### config.mk
export PLATFORM = sky130hd
export DESIGN_NAME = playfair_digraph_cipher
export DESIGN_NICKNAME = d
export VERILOG_FILES = /design/src/rtl/pfc_pkg.sv /design/src/rtl/playfair_digraph_cipher.sv /design/src/rtl/pfc_ram.sv /design/src/rtl/pfc_queue.sv /design/src/rtl/pfc_front.sv /design/src/rtl/pfc_back.sv
export SDC_FILE = /design/constraint.sdc
export NUM_CORES = 1
export LEC_CHECK = 0
export BUFFER_PORTS_ARGS = -buffer_cell sky130_fd_sc_hd__buf_4
export CAP_MARGIN = 5
export CELL_PAD_IN_SITES_DETAIL_PLACEMENT = 0
export CELL_PAD_IN_SITES_GLOBAL_PLACEMENT = 1
export CORE_UTILIZATION = 53
export CTS_CLUSTER_DIAMETER = 200
export DETAILED_ROUTE_END_ITERATION = 10
export GPL_ROUTABILITY_DRIVEN = 0
export PLACE_DENSITY = 0.89
export SYNTH_ARGS = -nofsm -noshare
export SYNTH_HDL_FRONTEND = slang
export SYNTH_SLANG_ARGS = --single-unit
### constraint.sdc
create_clock -name clk -period 6.85 [get_ports clk]
set_clock_uncertainty 0.15 [all_clocks]
set_input_delay 0.685 -clock clk [delete_from_list [all_inputs] [get_ports clk]]
set_output_delay 0.685 -clock clk [all_outputs]
set_load 0.01 [all_outputs]
### src/rtl/pfc_pkg.sv
// ----------------------------------------------------------------------------
// pfc_pkg
// Shared types, codes and helpers of the Playfair digraph cipher.
// ----------------------------------------------------------------------------
package pfc_pkg;

    // Command codes of an input word
    localparam logic [1:0] CMD_KEY     = 2'd0;
    localparam logic [1:0] CMD_KEY_END = 2'd1;
    localparam logic [1:0] CMD_TEXT    = 2'd2;

    // Status codes of a result word
    localparam logic [2:0] ST_OK        = 3'd0;
    localparam logic [2:0] ST_BAD_KEY   = 3'd1;
    localparam logic [2:0] ST_BAD_TEXT  = 3'd2;
    localparam logic [2:0] ST_NOT_READY = 3'd3;
    localparam logic [2:0] ST_ODD       = 3'd4;

    // Letters as indices from 'a'
    localparam logic [4:0] IDX_I = 5'd8;
    localparam logic [4:0] IDX_J = 5'd9;
    localparam logic [4:0] IDX_X = 5'd23;

    // ASCII bounds
    localparam logic [7:0] ASCII_A = 8'd97;
    localparam logic [7:0] ASCII_J = 8'd106;
    localparam logic [7:0] ASCII_Z = 8'd122;

    // Square geometry
    localparam int         SQ_CELLS    = 25;
    localparam int         ALPHA_SIZE  = 26;
    localparam logic [4:0] CELL_COUNT  = 5'd25;
    localparam logic [4:0] ALPHA_LAST  = 5'd25;
    localparam int         POS_WIDTH   = 6;
    localparam int         QUEUE_DEPTH = 4;

    typedef logic [4:0] letter_t;
    typedef logic [4:0] cell_t;
    typedef logic [2:0] coord_t;

    typedef struct packed {
        coord_t row;
        coord_t col;
    } pos_t;

    // One unit of work handed from the front to the back
    typedef struct packed {
        logic       is_pair;
        letter_t    a;
        letter_t    b;
        logic [2:0] status;
        logic       last;
    } job_t;

    // Table write from the front: square[slot] = letter, pos[letter] = slot
    typedef struct packed {
        logic    we;
        cell_t   slot;
        letter_t letter;
    } tbl_wr_t;

    // Table reads from the back
    typedef struct packed {
        logic    pos_re;
        letter_t pos_a;
        letter_t pos_b;
        logic    sq_re;
        cell_t   cell_a;
        cell_t   cell_b;
    } tbl_rd_t;

    function automatic pos_t pos_of_cell(input cell_t slot);
        pos_t  p;
        cell_t base;
        if (slot >= 5'd20) begin
            p.row = 3'd4;
            base  = 5'd20;
        end else if (slot >= 5'd15) begin
            p.row = 3'd3;
            base  = 5'd15;
        end else if (slot >= 5'd10) begin
            p.row = 3'd2;
            base  = 5'd10;
        end else if (slot >= 5'd5) begin
            p.row = 3'd1;
            base  = 5'd5;
        end else begin
            p.row = 3'd0;
            base  = 5'd0;
        end
        p.col = coord_t'(slot - base);
        return p;
    endfunction

    function automatic cell_t cell_of(input coord_t row, input coord_t col);
        return cell_t'({2'b00, row} * 5'd5 + {2'b00, col});
    endfunction

    // Move one step along a row or column with wrap; decrypt steps back
    function automatic coord_t step_coord(input coord_t v, input logic dec);
        logic [3:0] s;
        s = {1'b0, v} + (dec ? 4'd4 : 4'd1);
        if (s >= 4'd5)
            s = s - 4'd5;
        return s[2:0];
    endfunction

endpackage

### src/rtl/playfair_digraph_cipher.sv
// ----------------------------------------------------------------------------
// playfair_digraph_cipher
// Playfair cipher on lowercase ASCII with a streamed key and 5x5 square.
// ----------------------------------------------------------------------------
//
//  Channel  Direction  Handshake              Word
//  -------  ---------  ---------------------  ----------------------------------
//  input    in         in_valid / in_stall    cmd, letter, text_end
//  output   out        out_valid / out_stall  first_out, second_out, pair_valid,
//                                             status, last_of_run
//  config   in         cfg_valid / cfg_ready  cfg_data (decrypt_mode)
//
//  The front takes one input word per cycle while the job queue has room for
//  two jobs; a doubled final pair holds the input while state F_PEND queues
//  its second job. Key words wait until the queue and the back are empty,
//  and end of key runs a sweep that places the unused letters.
//  The back takes three steps per pair result word: pop with position
//  lookup, square lookup, load of the result register; the position read
//  and the square read lie in series. Status words skip the lookups.
//  Reset clears control and output state; the square needs no clearing pass.
//  A stalled result word holds in its register while the front keeps
//  accepting into the queue.
//
module playfair_digraph_cipher #(
    parameter int QUEUE_DEPTH = pfc_pkg::QUEUE_DEPTH
) (
    input  logic       clk,
    input  logic       rst_n,
    input  logic       in_valid,
    output logic       in_stall,
    input  logic [1:0] cmd,
    input  logic [7:0] letter,
    input  logic       text_end,
    output logic       out_valid,
    input  logic       out_stall,
    output logic [7:0] first_out,
    output logic [7:0] second_out,
    output logic       pair_valid,
    output logic [2:0] status,
    output logic       last_of_run,
    input  logic       cfg_valid,
    output logic       cfg_ready,
    input  logic       cfg_data
);
    import pfc_pkg::*;

    logic    decrypt_mode_reg;
    logic    push;
    job_t    push_job;
    logic    pop;
    job_t    q_head;
    logic    q_empty;
    logic    q_room2;
    logic    back_busy;
    logic    drained;
    tbl_wr_t tbl_wr;
    tbl_rd_t tbl_rd;
    logic [4:0]           sq_rdata_a;
    logic [4:0]           sq_rdata_b;
    logic [POS_WIDTH-1:0] pos_rdata_a;
    logic [POS_WIDTH-1:0] pos_rdata_b;

    // The user must write the mode register only while the block is idle; the block itself does not enforce it
    assign cfg_ready = 1'b1;

    always_ff @(posedge clk or negedge rst_n)
    begin
        if (!rst_n)
        begin
            decrypt_mode_reg <= 1'b0;
        end
        else if (cfg_valid && cfg_ready)
        begin
            decrypt_mode_reg <= cfg_data;
        end
    end

    // Key updates rewrite the square, so they wait for all lookups to finish
    assign drained = q_empty && !back_busy;

    pfc_front u_front (
        .clk      (clk),
        .rst_n    (rst_n),
        .in_valid (in_valid),
        .in_stall (in_stall),
        .cmd      (cmd),
        .letter   (letter),
        .text_end (text_end),
        .decrypt  (decrypt_mode_reg),
        .q_room2  (q_room2),
        .drained  (drained),
        .push     (push),
        .push_job (push_job),
        .tbl_wr   (tbl_wr)
    );

    pfc_queue #(
        .DEPTH (QUEUE_DEPTH)
    ) u_queue (
        .clk      (clk),
        .rst_n    (rst_n),
        .push     (push),
        .push_job (push_job),
        .pop      (pop),
        .head     (q_head),
        .empty    (q_empty),
        .room2    (q_room2)
    );

    // Square: slot -> letter
    pfc_ram #(
        .WIDTH (5),
        .DEPTH (SQ_CELLS)
    ) u_sq_ram (
        .clk     (clk),
        .we      (tbl_wr.we),
        .waddr   (tbl_wr.slot),
        .wdata   (tbl_wr.letter),
        .re      (tbl_rd.sq_re),
        .raddr_a (tbl_rd.cell_a),
        .raddr_b (tbl_rd.cell_b),
        .rdata_a (sq_rdata_a),
        .rdata_b (sq_rdata_b)
    );

    // Inverse table: letter -> row and column
    pfc_ram #(
        .WIDTH (POS_WIDTH),
        .DEPTH (ALPHA_SIZE)
    ) u_pos_ram (
        .clk     (clk),
        .we      (tbl_wr.we),
        .waddr   (tbl_wr.letter),
        .wdata   (pos_of_cell(tbl_wr.slot)),
        .re      (tbl_rd.pos_re),
        .raddr_a (tbl_rd.pos_a),
        .raddr_b (tbl_rd.pos_b),
        .rdata_a (pos_rdata_a),
        .rdata_b (pos_rdata_b)
    );

    pfc_back u_back (
        .clk         (clk),
        .rst_n       (rst_n),
        .decrypt     (decrypt_mode_reg),
        .q_empty     (q_empty),
        .q_head      (q_head),
        .pop         (pop),
        .busy        (back_busy),
        .tbl_rd      (tbl_rd),
        .sq_rdata_a  (sq_rdata_a),
        .sq_rdata_b  (sq_rdata_b),
        .pos_rdata_a (pos_rdata_a),
        .pos_rdata_b (pos_rdata_b),
        .out_valid   (out_valid),
        .out_stall   (out_stall),
        .first_out   (first_out),
        .second_out  (second_out),
        .pair_valid  (pair_valid),
        .status      (status),
        .last_of_run (last_of_run)
    );

endmodule

### src/rtl/pfc_ram.sv
// ----------------------------------------------------------------------------
// pfc_ram
// Generic RAM, one write port, two registered read ports.
// ----------------------------------------------------------------------------
module pfc_ram #(
    parameter int WIDTH = 8,
    parameter int DEPTH = 32
) (
    input  logic                     clk,
    input  logic                     we,
    input  logic [$clog2(DEPTH)-1:0] waddr,
    input  logic [WIDTH-1:0]         wdata,
    input  logic                     re,
    input  logic [$clog2(DEPTH)-1:0] raddr_a,
    input  logic [$clog2(DEPTH)-1:0] raddr_b,
    output logic [WIDTH-1:0]         rdata_a,
    output logic [WIDTH-1:0]         rdata_b
);

    logic [WIDTH-1:0] mem [DEPTH];

    always_ff @(posedge clk)
    begin
        if (we)
        begin
            mem[waddr] <= wdata;
        end
        if (re)
        begin
            rdata_a <= mem[raddr_a];
            rdata_b <= mem[raddr_b];
        end
    end

endmodule

### src/rtl/pfc_queue.sv
// ----------------------------------------------------------------------------
// pfc_queue
// Short job queue between the front and the back.
// ----------------------------------------------------------------------------
module pfc_queue #(
    parameter int DEPTH = 4
) (
    input  logic          clk,
    input  logic          rst_n,
    input  logic          push,
    input  pfc_pkg::job_t push_job,
    input  logic          pop,
    output pfc_pkg::job_t head,
    output logic          empty,
    output logic          room2
);
    import pfc_pkg::*;

    localparam int AW = $clog2(DEPTH);
    localparam int CW = $clog2(DEPTH + 1);

    job_t          slots [DEPTH];
    logic [AW-1:0] wr_ptr_reg;
    logic [AW-1:0] rd_ptr_reg;
    logic [CW-1:0] count_reg;

    assign head  = slots[rd_ptr_reg];
    assign empty = (count_reg == '0);
    assign room2 = (count_reg <= CW'(DEPTH - 2));

    always_ff @(posedge clk)
    begin
        if (push)
        begin
            slots[wr_ptr_reg] <= push_job;
        end
    end

    always_ff @(posedge clk or negedge rst_n)
    begin
        if (!rst_n)
        begin
            wr_ptr_reg <= '0;
            rd_ptr_reg <= '0;
            count_reg  <= '0;
        end
        else
        begin
            if (push)
            begin
                wr_ptr_reg <= (wr_ptr_reg == AW'(DEPTH - 1)) ? '0 : wr_ptr_reg + AW'(1);
            end
            if (pop)
            begin
                rd_ptr_reg <= (rd_ptr_reg == AW'(DEPTH - 1)) ? '0 : rd_ptr_reg + AW'(1);
            end
            if (push && !pop)
            begin
                count_reg <= count_reg + CW'(1);
            end
            else if (pop && !push)
            begin
                count_reg <= count_reg - CW'(1);
            end
        end
    end

    a_no_overflow: assert property (@(posedge clk) disable iff (!rst_n)
        push |-> (count_reg != CW'(DEPTH)))
        else $error("job pushed into a full queue");

    a_no_underflow: assert property (@(posedge clk) disable iff (!rst_n)
        pop |-> (count_reg != '0))
        else $error("job popped from an empty queue");

endmodule

### src/rtl/pfc_front.sv
// ----------------------------------------------------------------------------
// pfc_front
// Accepts input words, builds the key square and pairs text letters.
// ----------------------------------------------------------------------------
module pfc_front (
    input  logic             clk,
    input  logic             rst_n,
    input  logic             in_valid,
    output logic             in_stall,
    input  logic [1:0]       cmd,
    input  logic [7:0]       letter,
    input  logic             text_end,
    input  logic             decrypt,
    input  logic             q_room2,
    input  logic             drained,
    output logic             push,
    output pfc_pkg::job_t    push_job,
    output pfc_pkg::tbl_wr_t tbl_wr
);
    import pfc_pkg::*;

    typedef enum logic [1:0] {
        F_IDLE,
        F_PEND,
        F_FILL
    } fstate_t;

    fstate_t     state_reg, state_next;
    logic [25:0] marks_reg, marks_next;
    logic [4:0]  cnt_reg, cnt_next;
    logic [4:0]  sweep_reg, sweep_next;
    logic        ready_reg, ready_next;
    logic        rej_reg, rej_next;
    letter_t     held_reg, held_next;
    logic        held_valid_reg, held_valid_next;
    job_t        pend_reg, pend_next;

    logic        accept;
    logic        key_cmd;
    logic        is_letter;
    logic [7:0]  diff;
    letter_t     idx;
    letter_t     text_idx;
    logic [25:0] eff_marks;
    logic [4:0]  eff_cnt;
    logic        eff_rej;

    always_comb
    begin
        key_cmd   = (cmd == CMD_KEY) || (cmd == CMD_KEY_END);
        in_stall  = !((state_reg == F_IDLE) && q_room2 && (!key_cmd || drained));
        accept    = in_valid && !in_stall;
        is_letter = letter inside {[ASCII_A:ASCII_Z]};
        diff      = letter - ASCII_A;
        idx       = is_letter ? diff[4:0] : '0;
        text_idx  = (idx == IDX_J) ? IDX_I : idx;
        eff_marks = ready_reg ? '0 : marks_reg;
        eff_cnt   = ready_reg ? '0 : cnt_reg;
        eff_rej   = ready_reg ? 1'b0 : rej_reg;

        state_next      = state_reg;
        marks_next      = marks_reg;
        cnt_next        = cnt_reg;
        sweep_next      = sweep_reg;
        ready_next      = ready_reg;
        rej_next        = rej_reg;
        held_next       = held_reg;
        held_valid_next = held_valid_reg;
        pend_next       = pend_reg;
        push            = 1'b0;
        push_job        = '0;
        tbl_wr          = '0;

        case (state_reg)
            F_IDLE:
            begin
                if (accept)
                begin
                    case (cmd)
                        CMD_KEY:
                        begin
                            // Key letter after a finished key starts a new key
                            marks_next = eff_marks;
                            cnt_next   = eff_cnt;
                            rej_next   = eff_rej;
                            ready_next = 1'b0;
                            if (ready_reg)
                            begin
                                held_valid_next = 1'b0;
                            end
                            if (!eff_rej)
                            begin
                                if (!is_letter)
                                begin
                                    rej_next        = 1'b1;
                                    push            = 1'b1;
                                    push_job.status = ST_BAD_KEY;
                                    push_job.last   = 1'b1;
                                end
                                else if (idx != IDX_J && !eff_marks[idx]
                                         && eff_cnt < CELL_COUNT)
                                begin
                                    tbl_wr.we     = 1'b1;
                                    tbl_wr.slot   = eff_cnt;
                                    tbl_wr.letter = idx;
                                    marks_next    = eff_marks | (26'd1 << idx);
                                    cnt_next      = eff_cnt + 5'd1;
                                end
                            end
                        end
                        CMD_KEY_END:
                        begin
                            if (!ready_reg)
                            begin
                                held_valid_next = 1'b0;
                                if (rej_reg)
                                begin
                                    marks_next      = '0;
                                    cnt_next        = '0;
                                    rej_next        = 1'b0;
                                    push            = 1'b1;
                                    push_job.status = ST_BAD_KEY;
                                    push_job.last   = 1'b1;
                                end
                                else
                                begin
                                    sweep_next = '0;
                                    state_next = F_FILL;
                                end
                            end
                        end
                        CMD_TEXT:
                        begin
                            if (!ready_reg)
                            begin
                                push            = 1'b1;
                                push_job.status = ST_NOT_READY;
                                push_job.last   = 1'b1;
                            end
                            else if (!is_letter)
                            begin
                                held_valid_next = 1'b0;
                                push            = 1'b1;
                                push_job.status = ST_BAD_TEXT;
                                push_job.last   = 1'b1;
                            end
                            else if (decrypt)
                            begin
                                if (held_valid_reg)
                                begin
                                    held_valid_next  = 1'b0;
                                    push             = 1'b1;
                                    push_job.is_pair = 1'b1;
                                    push_job.a       = held_reg;
                                    push_job.b       = text_idx;
                                    push_job.status  = ST_OK;
                                    push_job.last    = 1'b1;
                                end
                                else if (text_end)
                                begin
                                    push            = 1'b1;
                                    push_job.status = ST_ODD;
                                    push_job.last   = 1'b1;
                                end
                                else
                                begin
                                    held_next       = text_idx;
                                    held_valid_next = 1'b1;
                                end
                            end
                            else if (!held_valid_reg)
                            begin
                                if (text_end)
                                begin
                                    push             = 1'b1;
                                    push_job.is_pair = 1'b1;
                                    push_job.a       = text_idx;
                                    push_job.b       = IDX_X;
                                    push_job.last    = 1'b1;
                                end
                                else
                                begin
                                    held_next       = text_idx;
                                    held_valid_next = 1'b1;
                                end
                            end
                            else if (held_reg == text_idx)
                            begin
                                // Repeat: split with x and keep the letter held; at text end queue it with x too
                                push             = 1'b1;
                                push_job.is_pair = 1'b1;
                                push_job.a       = held_reg;
                                push_job.b       = IDX_X;
                                push_job.last    = !text_end;
                                if (text_end)
                                begin
                                    held_valid_next   = 1'b0;
                                    pend_next         = '0;
                                    pend_next.is_pair = 1'b1;
                                    pend_next.a       = text_idx;
                                    pend_next.b       = IDX_X;
                                    pend_next.last    = 1'b1;
                                    state_next        = F_PEND;
                                end
                            end
                            else
                            begin
                                held_valid_next  = 1'b0;
                                push             = 1'b1;
                                push_job.is_pair = 1'b1;
                                push_job.a       = held_reg;
                                push_job.b       = text_idx;
                                push_job.last    = 1'b1;
                            end
                        end
                        default:
                        begin
                        end
                    endcase
                end
            end
            F_PEND:
            begin
                push       = 1'b1;
                push_job   = pend_reg;
                state_next = F_IDLE;
            end
            F_FILL:
            begin
                // Place unused letters in alphabetical order, one per cycle
                if (sweep_reg != IDX_J && !marks_reg[sweep_reg] && cnt_reg < CELL_COUNT)
                begin
                    tbl_wr.we     = 1'b1;
                    tbl_wr.slot   = cnt_reg;
                    tbl_wr.letter = sweep_reg;
                    marks_next    = marks_reg | (26'd1 << sweep_reg);
                    cnt_next      = cnt_reg + 5'd1;
                end
                if (sweep_reg == ALPHA_LAST)
                begin
                    ready_next = 1'b1;
                    state_next = F_IDLE;
                end
                else
                begin
                    sweep_next = sweep_reg + 5'd1;
                end
            end
            default:
            begin
                state_next = F_IDLE;
            end
        endcase
    end

    always_ff @(posedge clk or negedge rst_n)
    begin
        if (!rst_n)
        begin
            state_reg      <= F_IDLE;
            marks_reg      <= '0;
            cnt_reg        <= '0;
            sweep_reg      <= '0;
            ready_reg      <= 1'b0;
            rej_reg        <= 1'b0;
            held_reg       <= '0;
            held_valid_reg <= 1'b0;
        end
        else
        begin
            state_reg      <= state_next;
            marks_reg      <= marks_next;
            cnt_reg        <= cnt_next;
            sweep_reg      <= sweep_next;
            ready_reg      <= ready_next;
            rej_reg        <= rej_next;
            held_reg       <= held_next;
            held_valid_reg <= held_valid_next;
        end
    end

    always_ff @(posedge clk)
    begin
        pend_reg <= pend_next;
    end

    a_ready_full: assert property (@(posedge clk) disable iff (!rst_n)
        ready_reg |-> (cnt_reg == CELL_COUNT))
        else $error("key square marked ready while not full");

endmodule

### src/rtl/pfc_back.sv
// ----------------------------------------------------------------------------
// pfc_back
// Carries out queued jobs: square lookups and the result register.
// ----------------------------------------------------------------------------
module pfc_back (
    input  logic             clk,
    input  logic             rst_n,
    input  logic             decrypt,
    input  logic             q_empty,
    input  pfc_pkg::job_t    q_head,
    output logic             pop,
    output logic             busy,
    output pfc_pkg::tbl_rd_t tbl_rd,
    input  logic [4:0]       sq_rdata_a,
    input  logic [4:0]       sq_rdata_b,
    input  logic [5:0]       pos_rdata_a,
    input  logic [5:0]       pos_rdata_b,
    output logic             out_valid,
    input  logic             out_stall,
    output logic [7:0]       first_out,
    output logic [7:0]       second_out,
    output logic             pair_valid,
    output logic [2:0]       status,
    output logic             last_of_run
);
    import pfc_pkg::*;

    typedef enum logic [1:0] {
        B_IDLE,
        B_LOOK,
        B_EMIT
    } bstate_t;

    bstate_t    state_reg;
    job_t       job_reg;
    logic       out_valid_reg;
    logic [7:0] first_reg;
    logic [7:0] second_reg;
    logic       pair_valid_reg;
    logic [2:0] status_reg;
    logic       last_reg;
    logic       out_free;
    pos_t       pa;
    pos_t       pb;
    cell_t      na;
    cell_t      nb;

    assign out_valid   = out_valid_reg;
    assign first_out   = first_reg;
    assign second_out  = second_reg;
    assign pair_valid  = pair_valid_reg;
    assign status      = status_reg;
    assign last_of_run = last_reg;
    assign out_free    = !out_valid_reg || !out_stall;
    assign pop         = (state_reg == B_IDLE) && !q_empty;
    assign busy        = (state_reg != B_IDLE);

    always_comb
    begin
        pa = pos_t'(pos_rdata_a);
        pb = pos_t'(pos_rdata_b);
        if (pa.row == pb.row)
        begin
            na = cell_of(pa.row, step_coord(pa.col, decrypt));
            nb = cell_of(pb.row, step_coord(pb.col, decrypt));
        end
        else if (pa.col == pb.col)
        begin
            na = cell_of(step_coord(pa.row, decrypt), pa.col);
            nb = cell_of(step_coord(pb.row, decrypt), pb.col);
        end
        else
        begin
            na = cell_of(pa.row, pb.col);
            nb = cell_of(pb.row, pa.col);
        end

        tbl_rd.pos_re = pop && q_head.is_pair;
        tbl_rd.pos_a  = q_head.a;
        tbl_rd.pos_b  = q_head.b;
        tbl_rd.sq_re  = (state_reg == B_LOOK);
        tbl_rd.cell_a = na;
        tbl_rd.cell_b = nb;
    end

    always_ff @(posedge clk or negedge rst_n)
    begin
        if (!rst_n)
        begin
            state_reg      <= B_IDLE;
            job_reg        <= '0;
            out_valid_reg  <= 1'b0;
            first_reg      <= '0;
            second_reg     <= '0;
            pair_valid_reg <= 1'b0;
            status_reg     <= ST_OK;
            last_reg       <= 1'b0;
        end
        else
        begin
            // Load a new result word, or drop the current one once taken
            if ((state_reg == B_EMIT) && out_free)
            begin
                out_valid_reg <= 1'b1;
            end
            else if (!out_stall)
            begin
                out_valid_reg <= 1'b0;
            end
            case (state_reg)
                B_IDLE:
                begin
                    if (pop)
                    begin
                        job_reg   <= q_head;
                        state_reg <= q_head.is_pair ? B_LOOK : B_EMIT;
                    end
                end
                B_LOOK:
                begin
                    state_reg <= B_EMIT;
                end
                B_EMIT:
                begin
                    // Hold until the result register is free
                    if (out_free)
                    begin
                        pair_valid_reg <= job_reg.is_pair;
                        status_reg     <= job_reg.status;
                        last_reg       <= job_reg.last;
                        if (job_reg.is_pair)
                        begin
                            first_reg  <= {3'b000, sq_rdata_a} + ASCII_A;
                            second_reg <= {3'b000, sq_rdata_b} + ASCII_A;
                        end
                        else
                        begin
                            first_reg  <= '0;
                            second_reg <= '0;
                        end
                        state_reg <= B_IDLE;
                    end
                end
                default:
                begin
                    state_reg <= B_IDLE;
                end
            endcase
        end
    end

    a_pair_ok: assert property (@(posedge clk) disable iff (!rst_n)
        (out_valid_reg && pair_valid_reg) |-> (status_reg == ST_OK))
        else $error("pair result carries an error status");

    a_no_j: assert property (@(posedge clk) disable iff (!rst_n)
        (out_valid_reg && pair_valid_reg) |-> (first_reg != ASCII_J && second_reg != ASCII_J))
        else $error("square lookup returned the letter j");

endmodule

==> run metrics, run 1 <==
biggest regs u_pos_ram.mem (156), u_sq_ram.mem (125), u_queue.slots (60); met1 Use GR 0.388; largest net degree at the start of global routing 55; fin. max-slew vios 0; Max FO, Critical Path 25; Largest Register u_pos_ram.mem; buffers added on ports 39; layout cells sized above 1 0.156; Top Usage Layer GRT met2; Mapped Cells 1960; # rows 78; final net count 2077; max reg flops 156; PostCTS Resize Cnt 0; Antenna Violating Nets Remaining 0; CP Data Required Time 7.04 ns; Clock Sinks 451; global routing usage on met2 0.446; Critical Path Max Stage Delay 0.87 ns; share of the synthesized area in the top cell type 0.454; FF-to-FF setup slack 0.69 ns; critical path's slowest cell o31ai_4; CTS tree built; Area Overhead vs Synth 10.4%; Slew headroom 0.115; Ant. Diodes 0; post-route setup TNS 0 ns; fin util 0.593; Min-Delay Path Class in2reg; Yosys cell types 92; number of global-route vias before repair 17300; post-cts hold buffer count 1; Synth Warn # 0; Initial Utilization 0.537; Setup CP Type reg2reg; CP dominant cell by count ha_1; minimum clock period 6.16 ns; count leader, synth edfxtp_1; total die area 46800 um2; DP HPWL 45300 um; die span in x 216 um; Fill cells 3538; Synth area leaders edfxtp_1 45%, mux4_2 9.8%, dfrtp_1 8.5%, nand2_1 3.8%, ha_1 3.8%; WL/cell 24.9 um; Final period util 0.900; Main synth FF type edfxtp_1; r2r startpoint decrypt_mode_reg; FF-to-FF path depth 20; max cap viols 0; global-route wire length before repair 102000 um; vias per cell 6.67; CTS buffer count 46; CTS Buffer Depth 3; r2r endpoint u_sq_ram.rdata_b[3]; final hold vios 0; crit path from decrypt_mode_reg; initial antenna violation count 0; DRT Pass-1 Iters 8; FMAX 0.162 GHz; sequential-to-total area share from yosys stat 0.540; hold slack 0.175 ns; final wirelength 65200 um; Skew-Pair Late Insertion Delay 0.61 ns; 1st-iter DRT viols 2467; DRC violations left 0; net count after synthesis 2058; Worst Tran Pin Value 1.33 ns; GRT Residual Overflow 0; crit path launch type flip-flop; H-tree level count 2; Avg Inst Size Synth 12.4 um2; Die Ht 216 um; Post-synth EDFFs 368; Crit. End Element flip-flop; outcome finished, final reports clean; Critical Path AT 6.35 ns; Vias 17400; #FFs+latches synth 451; M3 GR Usage 0.0448; CP Capture Point u_sq_ram.rdata_b[3]; Final Setup Violations 0; Post-CTS Setup Bufs 0; root buf cell clkbuf_16; Core Footprint 45300 um2; async set-reset flop share out of synthesis 0.184; Reg clk slew, reported paths 0.06 ns; Post-synth top cells 368 x edfxtp_1, 244 x nand2_1, 106 x mux4_2; Critical Path, Cell by Cell inv_1, ha_1, ha_1, inv_1, ha_1, nor2b_1, o21ai_0, xnor2_1, ha_1, ha_1, fa_1, nor4_1, o31ai_4, buf_4, mux2_2, nor2_1, a211oi_1, a31oi_1, o22ai_1, a21o_1; num ports 41; RSZ-0062 raised after global routing no; Total GRT Usage 0.283; cell area after synthesis 24300 um2; cell taking the most area after synthesis edfxtp_1
==> kinds of logic (layout without fill, tap and decap cells) <==
| logic type | after synthesis | after routing | share of synthesized area |
|---|---|---|---|
| AOI/OAI and AO/OA | 414 | 414 | 0.115 |
| xor gates and xnor gates | 57 | 57 | 0.0208 |
| adders and majority gates | 82 | 82 | 0.0446 |
| buffers and inverters | 156 | 213 | 0.0258 |
| DFF | 451 | 451 | 0.540 |
| muxes | 195 | 195 | 0.136 |
| other | 1 | 1 | 0.000154 |
| and+or+nand+nor | 604 | 604 | 0.118 |
==> worst min-delay path by stage <==
stage	cells after the start	to	start	slack, ns
finish	3	u_back.out_valid	out_stall	0.17
global route	3	u_back.out_valid	out_stall	0.19
CTS	3	u_back.out_valid	out_stall	0.16
detailed placement	2	u_back.last_of_run	u_back.job_reg[0]	0.30
global placement	2	u_back.last_of_run	u_back.job_reg[0]	0.30
floorplan	0	decrypt_mode_reg	rst_n	0.24
==> worst max-delay path: cells and delay by family (launching register included) <==
family / cells / cell delay, ns
DFF: 1 / 0.53
and+or+nand+nor: 3 / 0.28
muxes: 1 / 0.36
AOI/OAI and AO/OA: 6 / 1.79
adders and majority gates: 6 / 1.90
buffers and inverters: 3 / 0.67
xor gates and xnor gates: 1 / 0.21
==> per-stage QoR <==
step           instances  instance area (um2)  setup WS, ns
2_1_floorplan       1960                24300         0.513
3_3_place_gp        2530                25300         0.747
3_5_place_dp        2530                25300         0.556
4_1_cts             2617                26900         0.701
5_1_grt             2617                26900         0.374
6_report            2617                26900         0.687
==> routing by layer <==
metal | vias to the layer above | part of all wire
met5 | - | 0
met4 | 0 | 0.045
met3 | 210 | 0.10
met2 | 1108 | 0.46
met1 | 8519 | 0.39
li1 | 7607 | -
==> layout by cell type (no fill, tap or decap), types with 8 or more instances in the layout <==
| cell type | n |
|---|---|
| a2111oi_0 | 8 |
| a211oi_1 | 34 |
| a21o_1 | 19 |
| a21oi_1 | 79 |
| a22oi_1 | 26 |
| a311oi_1 | 10 |
| a31oi_1 | 28 |
| and2_1 | 15 |
| and3_1 | 15 |
| buf_4 | 78 |
| clkbuf_1 | 12 |
| clkbuf_16 | 47 |
| clkinv_1 | 9 |
| dfrtp_1 | 83 |
| edfxtp_1 | 368 |
| fa_1 | 8 |
| ha_1 | 73 |
| inv_1 | 45 |
| mux2_2 | 25 |
| mux2i_1 | 61 |
| mux4_2 | 106 |
| nand2_1 | 244 |
| nand2b_1 | 17 |
| nand3_1 | 40 |
| nand4_1 | 17 |
| nor2_1 | 102 |
| nor2b_1 | 36 |
| nor3_1 | 59 |
| nor4_1 | 12 |
| o21a_1 | 9 |
| o21ai_0 | 82 |
| o22ai_1 | 28 |
| or3_1 | 9 |
| xnor2_1 | 33 |
| xor2_1 | 22 |
==> final cells by class <==
type                    count  area (um2)  share of cell area
flip-flops and latches    451       13100               0.489
multi-input cells        1353       10600               0.396
clock buffers              63        1280              0.0475
well taps                 600         751              0.0279
repair buffers             79         596              0.0222
clock inverters            23         290              0.0108
inverters                  48         180             0.00671
Power of run 1 is not shown: default switching activity piles up to over one toggle a cycle in this logic, so the estimate is an artifact.
==> inputs of run 2 (changes only) <==
Settings changed: ABC_AREA set to 1, CORE_UTILIZATION 53 to 49, SYNTH_HIERARCHICAL set to 1.
==> run 2 against run 1 <==
Effect of this change: area after synthesis is 8.9% higher; die area is 18% higher; routed wire length rose by 16%; critical path depth up 4; via count up 29%; critical endpoint is now u_pos_ram/mem[2][2]; largest cell class unchanged.
==> run metrics, run 2 <==
Fill cells 4811 (+36%); #FFs+latches synth 451 (unchanged); DRC violations left 0 (unchanged); Critical Path Max Stage Delay 0.90 ns (+0.03 ns); H-tree level count 2 (unchanged); largest net degree at the start of global routing 85 (+55%); Total GRT Usage 0.276 (-0.00621); Max FO, Critical Path 27 (+8.0%); fin util 0.540 (-0.0530); CTS buffer count 49 (+6.5%); crit path launch type flip-flop; biggest regs u_pos_ram/mem (156), u_sq_ram/mem (125), u_queue/slots (60); Synth area leaders edfxtp_1 42%, nand2_1 15%, nand3_1 9.9%, dfrtp_1 7.8%, inv_1 5.1%; Initial Utilization 0.500 (-0.0371); 1st-iter DRT viols 2630 (+6.6%); Critical Path AT 6.49 ns (+0.14 ns); Mapped Cells 3249 (+66%); Synth Warn # 6 (+6); FMAX 0.160 GHz (-1.2%); xor/xnor share of the synthesized area 0.0121 (-0.00869); Worst Tran Pin Value 1.19 ns (-0.136 ns); CTS tree built; global-route wire length before repair 117000 um (+15%); Avg Inst Size Synth 8.15 um2 (-34%); final hold vios 0 (unchanged); layout cells sized above 1 0.0724 (-0.0838); Skew-Pair Late Insertion Delay 0.61 ns (about the same); total die area 55000 um2 (+18%); Critical path buffers and inverters 4 (+1); sequential-to-total area share from yosys stat 0.495 (-0.0441); GRT Residual Overflow 0 (unchanged); num ports 41 (unchanged); Post-CTS Setup Bufs 0 (unchanged); simple-gate share of the synthesized area 0.294 (+0.175); complex-gate fraction of the synthesized area 0.0666 (-0.0479); CP dominant cell by count nand2_1; commonest cells after routing, fill and taps aside 1037 x nand2_1, 525 x nand3_1, 368 x edfxtp_1; Main synth FF type edfxtp_1; Slew headroom 0.203 (+0.0879); cell taking the most area after synthesis edfxtp_1; Clock Sinks 451 (unchanged); Area Overhead vs Synth 8.02%; DP HPWL 49400 um (+9.1%); RSZ-0062 raised after global routing no; delay-heaviest family, CP simple AND/OR/NAND/NOR gates; Setup CP Type reg2reg; Post-synth top cells 1039 x nand2_1, 525 x nand3_1, 368 x edfxtp_1; share of the synthesized area in the top cell type 0.417 (-0.0371); CTS Buffer Depth 3 (unchanged); root buf cell clkbuf_16; initial antenna violation count 0 (unchanged); final net count 3318 (+60%); Ant. Diodes 0 (unchanged); post-route setup TNS 0 ns (unchanged); max reg flops 156 (unchanged); Final Setup Violations 0 (unchanged); net count after synthesis 3347 (+63%); minimum clock period 6.24 ns (+0.0730 ns); async set-reset flop share out of synthesis 0.184 (unchanged); Min-Delay Path Class in2reg; count leader, synth nand2_1; critical path's slowest cell nor2_2; WL/cell 19.1 um (-23%); final wirelength 75400 um (+16%); Antenna Violating Nets Remaining 0 (unchanged); cell area after synthesis 26500 um2 (+8.9%); Crit. End Element flip-flop; CP Data Required Time 7.10 ns (+0.06 ns); combinational family with the most area after synthesis simple AND/OR/NAND/NOR gates; Die Ht 235 um (+8.5%); # rows 84 (+7.7%); outcome finished, final reports clean; PostCTS Resize Cnt 0 (unchanged); mux share of post-synthesis cell area 0.000425 (-0.136); Vias 22500 (+29%); adder-cell share of the synthesized area 0.0405 (-0.00407); buffers added on ports 39 (unchanged); Yosys cell types 57 (-38%); Critical Path, Cell by Cell clkinv_1, nand2_1, nand2_1, nand3_1, nand3_1, nand3_1, nand2_1, a21oi_2, nand2_1, nor2_2, nand2_2, nand2_2, and3_1, nor2_1, nand2_1, nand2_1, nor2_2, fa_1, xor2_1, inv_1, nand3_1, nand2_1, inv_1, buf_4; Final period util 0.910 (+0.0107); Largest Register u_pos_ram/mem; Reg clk slew, reported paths 0.06 ns (about the same); most common cell after layout, fill and taps aside nand2_1; vias per cell 5.69 (-15%); max cap viols 0 (unchanged); DRT Pass-1 Iters 9 (+1); die span in x 235 um (+8.5%); Post-synth EDFFs 368 (unchanged); fin. max-slew vios 0 (unchanged); Core Footprint 53000 um2 (+17%); number of global-route vias before repair 21300 (+23%)
==> run 2: cell count changes after synthesis, sizes merged, moves of 37 or more <==
cell,previous run,this run
nor3,62,9
nor2b,37,0
inv,47,382
nand2,244,1052
mux2i,63,0
mux4,106,0
nand3,41,532
buf,40,122
nor2,104,216
clkbuf,68,30
==> run 2: worst reg2reg max path, cell delays in order, from the launching register on <==
cell      delay (ns)
dfrtp_1         0.67
clkinv_1        0.72
nand2_1         0.32
nand2_1         0.09
nand3_1         0.11
nand3_1         0.10
nand3_1         0.10
nand2_1         0.10
a21oi_2         0.21
nand2_1         0.16
nor2_2          0.20
nand2_2         0.18
nand2_2         0.22
and3_1          0.42
nor2_1          0.10
nand2_1         0.07
nand2_1         0.09
nor2_2          0.90
fa_1            0.38
xor2_1          0.23
inv_1           0.06
nand3_1         0.09
nand2_1         0.06
inv_1           0.04
buf_4           0.25
==> run 2: path summary, 6_finish.rpt <==
| path | startpoint | end | slack [ns] | depth (start not counted) |
|---|---|---|---|---|
| setup / recovery | u_front/ready_reg | u_pos_ram/mem[2][2] | 0.61 | 24 |
| hold / removal | cfg_data | decrypt_mode_reg | 0.16 | 2 |
| setup reg to reg | u_front/ready_reg | u_pos_ram/mem[2][2] | 0.61 | 24 |
| hold reg to reg | u_back/job_reg[1] | u_back/status[0] | 0.32 | 2 |
| max in group asynchronous | rst_n | u_front/marks_reg[7] | 5.07 | 3 |
| min in group asynchronous | rst_n | u_queue/rd_ptr_reg[1] | 0.41 | 2 |
==> run 2: cell type report <==
cell class | count | area (um2) | share of cell area
clock buffer | 60 | 1310 | 0.0457
clock inverter | 32 | 260 | 0.00909
inverter | 393 | 1480 | 0.0518
multi-input combinational | 2253 | 11000 | 0.386
sequential | 451 | 13100 | 0.459
tap | 688 | 861 | 0.0301
timing repair buffer | 72 | 543 | 0.0190
==> run 2: timing repair <==
action | in CTS | in global routing
hold buffers | 1 | 0
endpoints found under the setup margin | 0 | 0
endpoints found under the hold margin | 34 | 0
==> run 2: routing by layer <==
layer | track usage | part of all wire
met5 | 0 | 0
met1 | 0.369 | 0.41
met3 | 0.0391 | 0.087
met2 | 0.450 | 0.47
met4 | 0.118 | 0.036
==> run 2: cell families (layout without fill, tap and decap cells) <==
| kind of cell | Yosys count | after routing |
|---|---|---|
| AND/OR/NAND/NOR | 1840 | 1840 |
| buffers and inverters | 545 | 557 |
| flip-flops | 451 | 451 |
| AO/OA/AOI/OAI | 295 | 295 |
| adder cells (fa/ha/maj) | 81 | 81 |
| XOR/XNOR | 35 | 35 |
| other | 1 | 1 |
| multiplexers | 1 | 1 |
==> run 2: through the flow <==
stage | std cells | hold slack [ns] | instance area (um2) | setup slack (ns)
2_1_floorplan | 3249 | 0.239 | 26500 | 1.04
3_3_place_gp | 3856 | 0.307 | 27000 | 0.618
3_5_place_dp | 3856 | 0.309 | 27000 | 0.244
4_1_cts | 3949 | 0.132 | 28600 | 0.644
5_1_grt | 3949 | 0.161 | 28600 | 0.0349
6_report | 3949 | 0.164 | 28600 | 0.614
Power of run 2 is left out for the same reason.
